$ cat src/rtl/mbs_pkg.sv
`timescale 1ns / 1ps
// Shared constants, types and descriptors for the Modbus TCP register server.
package mbs_pkg;

    localparam int MAP_SIZE        = 60;
    localparam int MAX_FRAME       = 256;
    localparam int MIN_FRAME       = 12;
    localparam int MANY_DATA_START = 13;
    localparam int READ_LIMIT      = 123;
    localparam int HDR_BYTES       = 12;
    localparam int READ_HDR_BYTES  = 9;
    localparam int MBAP_PREFIX     = 6;
    localparam int Q_DEPTH         = 2;

    localparam int MAP_AW          = (MAP_SIZE > 1) ? $clog2(MAP_SIZE) : 1;
    localparam int CNT_W           = $clog2(MAP_SIZE + 1);
    localparam int FRAME_AW        = $clog2(MAX_FRAME);
    localparam int LEN_W           = FRAME_AW + 1;
    localparam int Q_AW            = $clog2(Q_DEPTH);
    localparam int FRAME_RAM_AW    = FRAME_AW + Q_AW;
    localparam int FRAME_RAM_DEPTH = MAX_FRAME * Q_DEPTH;
    localparam int HDR_IDX_W       = $clog2(HDR_BYTES);

    localparam int S_TDATA_W       = 8;
    localparam int TX_WORD_W       = 32;
    localparam int TX_COUNT_W      = 3;
    localparam int M_TDATA_W       = 40;
    localparam int M_PAD_W         = M_TDATA_W - TX_WORD_W - TX_COUNT_W;

    localparam logic [7:0] FN_READ         = 8'h03;
    localparam logic [7:0] FN_WRITE_ONE    = 8'h06;
    localparam logic [7:0] FN_WRITE_MANY   = 8'h10;
    localparam logic [7:0] WRITE_MANY_PDU  = 8'd6;

    typedef enum logic [1:0] {
        OP_READ,
        OP_WRITE_ONE,
        OP_WRITE_MANY
    } op_t;

    typedef logic [HDR_BYTES-1:0][7:0] hdr_t;

    typedef struct packed {
        op_t               op;
        logic [Q_AW-1:0]   bank;
        logic [LEN_W-1:0]  n;
        logic [MAP_AW-1:0] start;
        hdr_t              hdr;
    } desc_t;

    typedef struct packed {
        logic                    we;
        logic [FRAME_RAM_AW-1:0] addr;
        logic [7:0]              data;
    } fwr_t;

endpackage

$ cat src/rtl/mbs_ram.sv
`timescale 1ns / 1ps
// Generic single-write, single-read RAM with registered read data.
module mbs_ram #(
    parameter int WIDTH = 8,
    parameter int DEPTH = 256
) (
    input  logic                                    clk,
    input  logic                                    we,
    input  logic [((DEPTH > 1) ? $clog2(DEPTH) : 1)-1:0] waddr,
    input  logic [WIDTH-1:0]                        wdata,
    input  logic [((DEPTH > 1) ? $clog2(DEPTH) : 1)-1:0] raddr,
    output logic [WIDTH-1:0]                        rdata
);

    logic [WIDTH-1:0] mem [DEPTH];

    always_ff @(posedge clk)
    begin
        if (we)
        begin
            mem[waddr] <= wdata;
        end
        rdata <= mem[raddr];
    end

endmodule

$ cat src/rtl/mbs_back.sv
`timescale 1ns / 1ps
// Response engine: updates the register map and packs reply bytes into words.
module mbs_back (
    input  logic                                   clk,
    input  logic                                   rst_n,
    input  logic                                   q_valid,
    input  mbs_pkg::desc_t                         head,
    output logic                                   pop,
    output logic [mbs_pkg::FRAME_RAM_AW-1:0]       frd_addr,
    input  logic [7:0]                             frd_data,
    output logic                                   m_tvalid,
    input  logic                                   m_tready,
    output logic [mbs_pkg::M_TDATA_W-1:0]          m_tdata,  // tx_word, tx_count, zero pad
    output logic                                   m_tlast
);
    import mbs_pkg::*;

    typedef enum logic [5:0] {
        S_IDLE   = 6'b000001,
        S_SETUP  = 6'b000010,
        S_WPRIME = 6'b000100,
        S_WRITE  = 6'b001000,
        S_PRIME  = 6'b010000,
        S_EMIT   = 6'b100000
    } state_t;

    state_t                 state_reg, state_next;
    logic [CNT_W-1:0]       cnt_reg, cnt_next;
    logic [LEN_W-1:0]       len_reg, len_next;
    hdr_t                   hout_reg, hout_next;
    logic [CNT_W:0]         q_reg, q_next;
    logic [7:0]             hi_reg, hi_next;
    logic [LEN_W-1:0]       p_reg, p_next;
    logic [TX_WORD_W-1:0]   pack_reg, pack_next;
    logic [1:0]             pack_n_reg, pack_n_next;
    logic                   ov_reg, ov_next;
    logic [TX_WORD_W-1:0]   ow_reg, ow_next;
    logic [TX_COUNT_W-1:0]  oc_reg, oc_next;
    logic                   ol_reg, ol_next;
    logic [MAP_SIZE-1:0]    mvalid_reg, mvalid_next;
    logic                   mv_reg;

    logic                   map_we;
    logic [MAP_AW-1:0]      map_waddr;
    logic [15:0]            map_wdata;
    logic [MAP_AW-1:0]      map_raddr;
    logic [15:0]            map_rdata;

    logic [15:0]            cnt16, room16, avail16, lim16, c16;
    logic [CNT_W-1:0]       c;
    logic [CNT_W:0]         c2;
    logic [LEN_W-1:0]       rd_len, pdu;
    hdr_t                   hset;

    logic [15:0]            map_word;
    logic [7:0]             map_byte;
    logic [7:0]             cur_byte;
    logic                   use_frame, use_hdr;
    logic                   is_last, complete, adv;
    logic [TX_WORD_W-1:0]   byte_pos;
    logic [LEN_W-1:0]       p_f;
    logic [LEN_W-1:0]       midx;
    logic [FRAME_AW-1:0]    f_lo;
    logic [CNT_W:0]         q_end;

    mbs_ram #(
        .WIDTH (16),
        .DEPTH (MAP_SIZE)
    ) u_map_ram (
        .clk   (clk),
        .we    (map_we),
        .waddr (map_waddr),
        .wdata (map_wdata),
        .raddr (map_raddr),
        .rdata (map_rdata)
    );

    always_comb
    begin
        cnt16   = {head.hdr[10], head.hdr[11]};
        room16  = 16'(MAP_SIZE) - 16'(head.start);
        avail16 = '0;
        if (head.n >= LEN_W'(MANY_DATA_START + 2))
        begin
            avail16 = 16'((head.n - LEN_W'(MANY_DATA_START)) >> 1);
        end
        lim16 = room16;
        if (head.op == OP_READ)
        begin
            if (lim16 > 16'(READ_LIMIT))
            begin
                lim16 = 16'(READ_LIMIT);
            end
        end
        else if (lim16 > avail16)
        begin
            lim16 = avail16;
        end
        c16    = (cnt16 < lim16) ? cnt16 : lim16;
        c      = c16[CNT_W-1:0];
        c2     = {c, 1'b0};
        rd_len = LEN_W'(READ_HDR_BYTES) + LEN_W'(c2);
        pdu    = rd_len - LEN_W'(MBAP_PREFIX);
    end

    always_comb
    begin
        hset = '0;
        unique case (head.op)
            OP_READ:
            begin
                hset[0] = head.hdr[0];
                hset[1] = head.hdr[1];
                hset[2] = head.hdr[2];
                hset[3] = head.hdr[3];
                hset[4] = 8'(pdu >> 8);
                hset[5] = pdu[7:0];
                hset[7] = FN_READ;
                hset[8] = 8'(c2);
            end
            OP_WRITE_MANY:
            begin
                hset[0]  = head.hdr[0];
                hset[1]  = head.hdr[1];
                hset[2]  = head.hdr[2];
                hset[3]  = head.hdr[3];
                hset[4]  = head.hdr[4];
                hset[5]  = WRITE_MANY_PDU;
                hset[6]  = head.hdr[6];
                hset[7]  = FN_WRITE_MANY;
                hset[8]  = head.hdr[8];
                hset[9]  = head.hdr[9];
                hset[10] = head.hdr[10];
                hset[11] = head.hdr[11];
            end
            default:
            begin
                hset = '0;
            end
        endcase
    end

    assign map_word  = mv_reg ? map_rdata : 16'h0000;
    assign map_byte  = p_reg[0] ? map_word[15:8] : map_word[7:0];
    assign use_frame = (head.op == OP_WRITE_ONE);
    assign use_hdr   = !use_frame
                       && ((head.op == OP_WRITE_MANY) || (p_reg < LEN_W'(READ_HDR_BYTES)));
    assign cur_byte  = use_frame ? frd_data
                     : (use_hdr ? hout_reg[p_reg[HDR_IDX_W-1:0]] : map_byte);
    assign is_last   = (p_reg == len_reg - LEN_W'(1));
    assign complete  = (pack_n_reg == 2'd3) || is_last;
    assign adv       = !(complete && ov_reg && !m_tready);
    assign q_end     = {cnt_reg, 1'b0} - (CNT_W + 1)'(1);

    always_comb
    begin
        unique case (pack_n_reg)
            2'd0: byte_pos = {cur_byte, 24'h000000};
            2'd1: byte_pos = {8'h00, cur_byte, 16'h0000};
            2'd2: byte_pos = {16'h0000, cur_byte, 8'h00};
            2'd3: byte_pos = {24'h000000, cur_byte};
            default: byte_pos = '0;
        endcase
    end

    always_comb
    begin
        state_next  = state_reg;
        cnt_next    = cnt_reg;
        len_next    = len_reg;
        hout_next   = hout_reg;
        q_next      = q_reg;
        hi_next     = hi_reg;
        p_next      = p_reg;
        pack_next   = pack_reg;
        pack_n_next = pack_n_reg;
        ov_next     = ov_reg && !m_tready;
        ow_next     = ow_reg;
        oc_next     = oc_reg;
        ol_next     = ol_reg;
        pop         = 1'b0;
        map_we      = 1'b0;
        map_waddr   = head.start;
        map_wdata   = {head.hdr[10], head.hdr[11]};
        p_f         = '0;
        f_lo        = '0;

        unique case (state_reg)
            S_IDLE:
            begin
                if (q_valid)
                begin
                    state_next = S_SETUP;
                end
            end
            S_SETUP:
            begin
                cnt_next  = c;
                hout_next = hset;
                unique case (head.op)
                    OP_READ:       len_next = rd_len;
                    OP_WRITE_MANY: len_next = LEN_W'(HDR_BYTES);
                    default:       len_next = head.n;
                endcase
                if (head.op == OP_WRITE_ONE)
                begin
                    map_we = 1'b1;
                end
                if ((head.op == OP_WRITE_MANY) && (c != '0))
                begin
                    state_next = S_WPRIME;
                end
                else
                begin
                    state_next = S_PRIME;
                end
            end
            S_WPRIME:
            begin
                f_lo       = FRAME_AW'(MANY_DATA_START);
                q_next     = '0;
                state_next = S_WRITE;
            end
            S_WRITE:
            begin
                f_lo = FRAME_AW'(LEN_W'(MANY_DATA_START) + LEN_W'(q_reg) + LEN_W'(1));
                if (!q_reg[0])
                begin
                    hi_next = frd_data;
                end
                else
                begin
                    map_we    = 1'b1;
                    map_waddr = MAP_AW'(LEN_W'(head.start) + LEN_W'(q_reg >> 1));
                    map_wdata = {hi_reg, frd_data};
                end
                if (q_reg == q_end)
                begin
                    state_next = S_PRIME;
                end
                else
                begin
                    q_next = q_reg + (CNT_W + 1)'(1);
                end
            end
            S_PRIME:
            begin
                p_next      = '0;
                pack_next   = '0;
                pack_n_next = '0;
                state_next  = S_EMIT;
            end
            S_EMIT:
            begin
                p_f  = adv ? p_reg + LEN_W'(1) : p_reg;
                f_lo = p_f[FRAME_AW-1:0];
                if (adv)
                begin
                    if (complete)
                    begin
                        ov_next     = 1'b1;
                        ow_next     = pack_reg | byte_pos;
                        oc_next     = TX_COUNT_W'(pack_n_reg) + TX_COUNT_W'(1);
                        ol_next     = is_last;
                        pack_next   = '0;
                        pack_n_next = '0;
                    end
                    else
                    begin
                        pack_next   = pack_reg | byte_pos;
                        pack_n_next = pack_n_reg + 2'd1;
                    end
                    if (is_last)
                    begin
                        pop        = 1'b1;
                        state_next = S_IDLE;
                    end
                    else
                    begin
                        p_next = p_f;
                    end
                end
            end
            default:
            begin
                state_next = S_IDLE;
            end
        endcase
    end

    assign midx      = (p_f - LEN_W'(READ_HDR_BYTES)) >> 1;
    assign map_raddr = MAP_AW'(LEN_W'(head.start) + midx);
    assign frd_addr  = {head.bank, f_lo};

    always_comb
    begin
        mvalid_next = mvalid_reg;
        if (map_we)
        begin
            mvalid_next[map_waddr] = 1'b1;
        end
    end

    assign m_tvalid = ov_reg;
    assign m_tdata  = {{M_PAD_W{1'b0}}, oc_reg, ow_reg};
    assign m_tlast  = ol_reg;

    always_ff @(posedge clk or negedge rst_n)
    begin
        if (!rst_n)
        begin
            state_reg  <= S_IDLE;
            ov_reg     <= 1'b0;
            mvalid_reg <= '0;
            pack_n_reg <= '0;
            mv_reg     <= 1'b0;
        end
        else
        begin
            state_reg  <= state_next;
            ov_reg     <= ov_next;
            mvalid_reg <= mvalid_next;
            pack_n_reg <= pack_n_next;
            mv_reg     <= (map_raddr < MAP_AW'(MAP_SIZE - 1)) || (map_raddr == MAP_AW'(MAP_SIZE - 1))
                          ? mvalid_reg[map_raddr] : 1'b0;
        end
    end

    always_ff @(posedge clk)
    begin
        cnt_reg  <= cnt_next;
        len_reg  <= len_next;
        hout_reg <= hout_next;
        q_reg    <= q_next;
        hi_reg   <= hi_next;
        p_reg    <= p_next;
        pack_reg <= pack_next;
        ow_reg   <= ow_next;
        oc_reg   <= oc_next;
        ol_reg   <= ol_next;
    end

endmodule

$ cat config.mk
export PLATFORM = sky130hd
export DESIGN_NAME = mbs_back
export DESIGN_NICKNAME = d
export VERILOG_FILES = /design/src/rtl/mbs_pkg.sv /design/src/rtl/mbs_ram.sv /design/src/rtl/mbs_back.sv
export SDC_FILE = /design/constraint.sdc
export NUM_CORES = 1
export LEC_CHECK = 0
export ABC_AREA = 1
export BUFFER_PORTS_ARGS = -buffer_cell sky130_fd_sc_hd__buf_2
export CORE_MARGIN = 2
export CORE_UTILIZATION = 45
export CTS_CLUSTER_SIZE = 24
export DETAILED_ROUTE_END_ITERATION = 16
export PLACE_DENSITY_LB_ADDON = 0.08
export SLEW_MARGIN = 10
export SYNTH_ARGS = -nofsm -noshare
export SYNTH_HDL_FRONTEND = slang
export SYNTH_SLANG_ARGS = --single-unit
$ cat constraint.sdc
create_clock -name clk -period 41.6 [get_ports clk]
set_input_delay 2.08 -clock clk [delete_from_list [all_inputs] [get_ports clk]]
set_output_delay 2.08 -clock clk [all_outputs]
set_load 0.01 [all_outputs]
==> results of run 1 <==
[worst max-delay path, delay by kind of cell]
kind,cells,cell delay [ns]
simple gates,5,0.88
xor+xnor,1,0.36
compound gates,7,1.57
fa+ha+maj,2,1.11
buf+inv,5,2.14
[layer usage]
layer	vias to the layer above	part of all wire (%)
li1	16300	-
met1	17000	45
met2	1022	47
met3	212	5.8
met4	4	3.0
met5	-	0.018
[logic make-up after synthesis]
family | Yosys count | share of synthesized area [%]
flip-flops | 1242 | 70.3
adder cells (fa/ha/maj) | 54 | 1.32
AO/OA/AOI/OAI | 1214 | 13.0
buffers and inverters | 558 | 4.10
other | 2 | 0.0144
XOR/XNOR | 34 | 0.641
AND/OR/NAND/NOR | 1381 | 10.5
[placed cells by master (no fill, tap or decap), types with 12 or more instances in the layout]
master and instances:
a21o_1 17, a21oi_1 159, a221o_1 30, a31oi_1 24, buf_2 153, buf_4 114, clkbuf_1 38, clkbuf_16 142
clkinv_1 33, clkinv_2 21, dfrtp_1 69, dfxtp_1 16, edfxtp_1 1156, ha_1 51, inv_1 280, nand2_1 504
nand3_1 55, nor2_1 729, nor3_1 13, o211ai_1 12, o21ai_0 639, o21ai_1 21, o21ai_4 16, o22ai_1 244
or2_2 38, xor2_1 22
[stage by stage]
stage | total power, uW | hold slack (ns) | util, % | cell area, sq um
global placement | 2630 | 0.436 | 47.6 | 55100
global route | 3940 | 0.473 | 51.3 | 59400
floorplan | 2190 | 0.424 | - | 52300
CTS | 3790 | 0.456 | 51.3 | 59400
detailed placement | 2640 | 0.442 | 47.6 | 55100
finish | 3760 | 0.456 | 51.3 | 59400
[path summary, 6_finish.rpt]
path                                       startpoint  slack [ns]                    endpoint
setup / recovery                             m_tready       33.99  u_map_ram.rdata[0]$_DFF_P_
hold reg to reg            mvalid_reg[55]$_DFFE_PN0P_        0.46  mvalid_reg[55]$_DFFE_PN0P_
setup reg to reg                 len_reg[0]$_DFFE_PP_       34.06  u_map_ram.rdata[0]$_DFF_P_
min in group asynchronous                       rst_n        1.19   pack_n_reg[1]$_DFFE_PN0P_
max in group asynchronous                       rst_n       39.28  mvalid_reg[37]$_DFFE_PN0P_
hold / removal             mvalid_reg[55]$_DFFE_PN0P_        0.46  mvalid_reg[55]$_DFFE_PN0P_
[final cells by class]
class / count / area (sq um)
antenna: 4 / 10.0
clock buffer: 180 / 3700
clock inverter: 65 / 534
fill: 10300 / 56400
inverter: 296 / 1130
multi-input combinational: 2689 / 13600
sequential: 1242 / 36800
tap: 1524 / 1910
timing repair buffer: 270 / 1680
[report_power, final]
part	switching [uW]	internal, uW	total (uW)
registers	18.2	1420	1440
logic	846	321	1170
clock network	486	669	1160
total	1350	2410	3760
==> results_dict.tcl, run 1 <==
set metrics [dict create \
    fin_crit_sh_pct 18.3 \
    syn2layout_area_growth_pct 13.5 \
    grt_max_degree 182 \
    cts_hold_buf 0 \
    min_path_cells 2 \
    synth.most_common_cell "edfxtp_1" \
    synth_top_area_cell "edfxtp_1" \
    netlist_area_sq_um 52300 \
    path_clk_slew_ns 0.06 \
    io-pin-count 178 \
    die_height_microns 345 \
    ff2ff_path_depth 28 \
    hold_viol_final 0 \
    clock_skew_ns 0.0315 \
    rsz0062_at_grt "no" \
    min_period_ns 7.61 \
    syn_area_per_cell_sq_um 11.7 \
    total_leakage_power_uw 0.0214 \
    wl_per_cell_microns 23.3 \
    start_kind "input port" \
    timing.fmax_mhz 131 \
    nets 4817 \
    slowest_delay_ns 0.92 \
    gp_congestion 0.882 \
    drive_gt1_share_pct 11.6 \
    wl_mm 146 \
    synth_flop_cell "edfxtp_1" \
    cts_resized 0 \
    path_cells "buf_2, nor2_1, nand2_2, nand2_1, o21ai_0, inv_1, ha_1, xor2_1, fa_4, inv_8, buf_4, buf_4, o21ai_0, o22ai_1, nand2_1, a21oi_1, a221o_1, a21o_1, nand2_1, o21ai_1" \
    dpl.hpwl_mm 84.7 \
    ys.warnings.count 0 \
    drt-vias-per-instance 5.52 \
    drv_slew 0 \
    use_met2_pct 38.8 \
    synth_edf_count 1156 \
    clk_latency_ns 0.76 \
    power.density_nw_per_um2 63.4 \
    rows 125 \
    cts_tree "done" \
    crit_fanout 98 \
    fin_cells 6270 \
    grtUsageMet3_pct 3.33 \
    coreArea_sq_um 116000 \
    synth_common_cells "1156 x edfxtp_1, 733 x nor2_1, 655 x o21ai_0" \
    crit_arrival_ns 8.29 \
    largest_reg_flops 960 \
    ant_nets 0 \
    grt_pass1_vias 32600 \
    track_usage_pct 24.3 \
    dp_cells 6021 \
    synthArstFlopShare_pct 5.64 \
    antenna_found_initial 6 \
    hp-class "register to register" \
    cp-end-kind "register" \
    cts_buffers 138 \
    grt-busiest-layer "met2" \
    crit_required_ns 42.27 \
    cts.sinks 1242 \
    met1_usage_pct 34.5 \
    clock_path_buffers 3 \
    die_width_microns 345 \
    grt-ovfl-total 0 \
    worst_slew_pin_slew_ns 1.11 \
    synth_top_area_share_pct 66.4 \
    die_area_sq_um 119000 \
    portBuffers 154 \
    slew_headroom_pct 26.2 \
    yosysUniqueCellTypes 60 \
    dp_slack_ns 33.31 \
    root_buffer "clkbuf_16" \
    ir_drop_mv 0.0477 \
    criticalPathCategory "input port to register" \
    timing.final.ws_setup_ns 33.99 \
    tns_ns 0 \
    drtIter0Drc 2874 \
    dr.pass1.iters 5 \
    post_cts_buffers 0 \
    synth.top_cells.by_area "edfxtp_1 66%, o21ai_0 6.3%, nor2_1 5.3%" \
    status "complete, no violations" \
    cpMaxStageDelayCell "fa_4" \
    grt_pass1_wl_mm 213 \
    drv_cap 0 \
    vias 34600 \
    yosysSeqAreaShare_pct 70.3 \
    htree_levels 4 \
    initial_utilization_pct 45.2 \
    ys_seq_elements 1242 \
    syn_inst 4485 \
    setup_viol 0 \
    route.detailed.drc 0 \
    crit_top_cell "nand2_1" \
]
Power figures use the tool's default switching activity.
==> run 2, diff against run 1 <==
Clock period 41.6 ns to 6.95 ns, I/O delays scaled along.
==> run 2 against run 1 <==
Sequential power grew to 6.0 times the previous value; clock power grew to 6.1 times the previous value; global-route usage hardly changed; flip-flop and latch count stayed put; final area is 2.1% higher; critical endpoint is now u_map_ram.rdata[10]$_DFF_P_.
==> results_dict.tcl, run 2 (same netlist as run 1, synthesis figures left out) <==
set metrics [dict create \
    die_width_microns 345 \
    worst_slew_pin_slew_ns 1.22 \
    start_kind "register" \
    cp-end-kind "register" \
    path_clk_slew_ns 0.06 \
    die_area_sq_um 119000 \
    cts_resized 0 \
    drv_slew 0 \
    dp_cells 6042 \
    root_buffer "clkbuf_16" \
    p_seq_share_pct 37.7 \
    crit_arrival_ns 6.73 \
    crit_top_cell "inv_1" \
    wl_per_cell_microns 22.9 \
    clkPwrFrac_pct 31.1 \
    grt_max_degree 126 \
    hp-class "input port to register" \
    r2r_slack_ns 0.89 \
    mostFrequentLayoutCells "1156 x edfxtp_1, 729 x nor2_1, 639 x o21ai_0, 504 x nand2_1, 280 x inv_1" \
    crit_buf_inv 7 \
    cpMaxStageDelayCell "fa_4" \
    hp-start "head[81]" \
    clock_path_buffers 3 \
    slowest_delay_ns 0.96 \
    io-pin-count 178 \
    clk_latency_ns 0.74 \
    largest_reg_flops 960 \
    route.detailed.drc 0 \
    grt-ovfl-total 0 \
    die_height_microns 345 \
    ant_nets 0 \
    cts_tree "done" \
    track_usage_pct 24.3 \
    drt-vias-per-instance 5.49 \
    cts.sinks 1242 \
    ir_drop_mv 0.260 \
    rsz0062_at_grt "no" \
    fin_cells 6373 \
    drtIter0Drc 3252 \
    multi_input_comb_area_sq_um 13600 \
    portBuffers 154 \
    power_frac_comb_pct 31.2 \
    coreArea_sq_um 116000 \
    drv_cap 0 \
    syn2layout_area_growth_pct 15.9 \
    grt_pass1_vias 33400 \
    p_sw_share_pct 35.3 \
    dr.pass1.iters 7 \
    path_delay_family "compound AO/OA/AOI/OAI gates" \
    min_path_cells 3 \
    antenna_found_initial 4 \
    timing.rr.end "u_map_ram.rdata[10]$_DFF_P_" \
    tns_ns 0 \
    initial_utilization_pct 45.2 \
    total_leakage_power_uw 0.0220 \
    seq_area_sq_um 36800 \
    setup_viol 0 \
    fin_crit_sh_pct 87.3 \
    criticalPathCategory "register to register" \
    power.density_nw_per_um2 378 \
    htree_levels 4 \
    vias 35000 \
    rows 125 \
    crit_fanout 68 \
    p_sw_uw 8090 \
    nets 4916 \
    gp_congestion 0.859 \
    grt_pass1_wl_mm 215 \
    crit_required_ns 7.61 \
    clock_skew_ns 0.0275 \
    ff2ff_path_depth 29 \
    slew_headroom_pct 18.7 \
    dpl.hpwl_mm 85.3 \
    r2r_start "len_reg[0]$_DFFE_PP_" \
    wl_mm 146 \
    post_cts_buffers 0 \
    total_power_uw 22900 \
    cts_buffers 138 \
    hold_viol_final 0 \
    min_period_ns 6.06 \
    status "complete, no violations" \
    timing.fmax_mhz 165 \
    power.internal_uw 14800 \
    nFillCells 10200 \
    hold_end "hout_reg[81]$_SDFFCE_PN0P_" \
    drive_gt1_share_pct 12.1 \
    final_common_cell "edfxtp_1" \
]
run 2: what timing repair did:
action | 4_1_cts | 5_1_grt
endpoints found under the setup margin | 0 | 0
hold endpoints to repair | 86 | 0
hold buffers | 78 | 0
run 2: power by group through the flow:
stage	clock network, uW	logic [uW]	registers (uW)
6_report	7120	7160	8620
4_1_cts	7260	7200	8620
3_3_place_gp	0	7120	8770
2_1_floorplan	0	4290	8770
3_5_place_dp	0	7140	8780
5_1_grt	7550	7810	8650
run 2: area by class of cell:
type | instances | area share (%)
Sequential cell | 1242 | 60.7
Tap cell | 1524 | 3.14
Clock buffer | 184 | 6.29
Inverter | 296 | 1.86
Clock inverter | 67 | 0.970
Timing Repair Buffer | 369 | 4.55
Antenna cell | 2 | 0.00825
Multi-Input combinational cell | 2689 | 22.5
run 2: how the worst max path moves through the flow:
| stage | start | end | depth (start not counted) |
|---|---|---|---|
| detailed placement | len_reg[0]$_DFFE_PP_ | u_map_ram.rdata[6]$_DFF_P_ | 29 |
| CTS | len_reg[0]$_DFFE_PP_ | u_map_ram.rdata[1]$_DFF_P_ | 29 |
| floorplan | state_reg[2]$_DFFE_PN0P_ | u_map_ram.mem[35][0]$_DFFE_PP_ | 8 |
| global route | len_reg[0]$_DFFE_PP_ | u_map_ram.rdata[4]$_DFF_P_ | 29 |
| finish | len_reg[0]$_DFFE_PP_ | u_map_ram.rdata[10]$_DFF_P_ | 29 |
| global placement | len_reg[0]$_DFFE_PP_ | u_map_ram.rdata[15]$_DFF_P_ | 28 |
run 2: layer usage:
metal,vias up,share of wire [%],GRT usage [%],routed length [microns]
met3,218,5.3,3.39,7750
li1,16600,-,-,-
met1,17200,44,33.6,64300
met4,0,3.0,7.95,4340
met2,1006,48,39.8,69600
met5,-,0,0,0
run 2: per-stage QoR:
stage	worst slack, ns	utilization (%)	hold slack (ns)	area [sq um]
after floorplan	0.909	-	0.0519	52300
after global placement	0.946	47.9	0.227	55400
after detailed placement	0.927	47.9	0.230	55400
after CTS	0.916	52.4	0.00595	60600
after global routing	0.323	52.4	0.0364	60600
final	0.885	52.4	0.0673	60600
run 2: worst register-to-register path: cells and delay by family (launching register included):
kind	cells	cell delay, ns
buf+inv	7	0.84
fa+ha+maj	4	1.61
compound gates	9	2.18
flops	1	0.37
simple gates	9	1.00
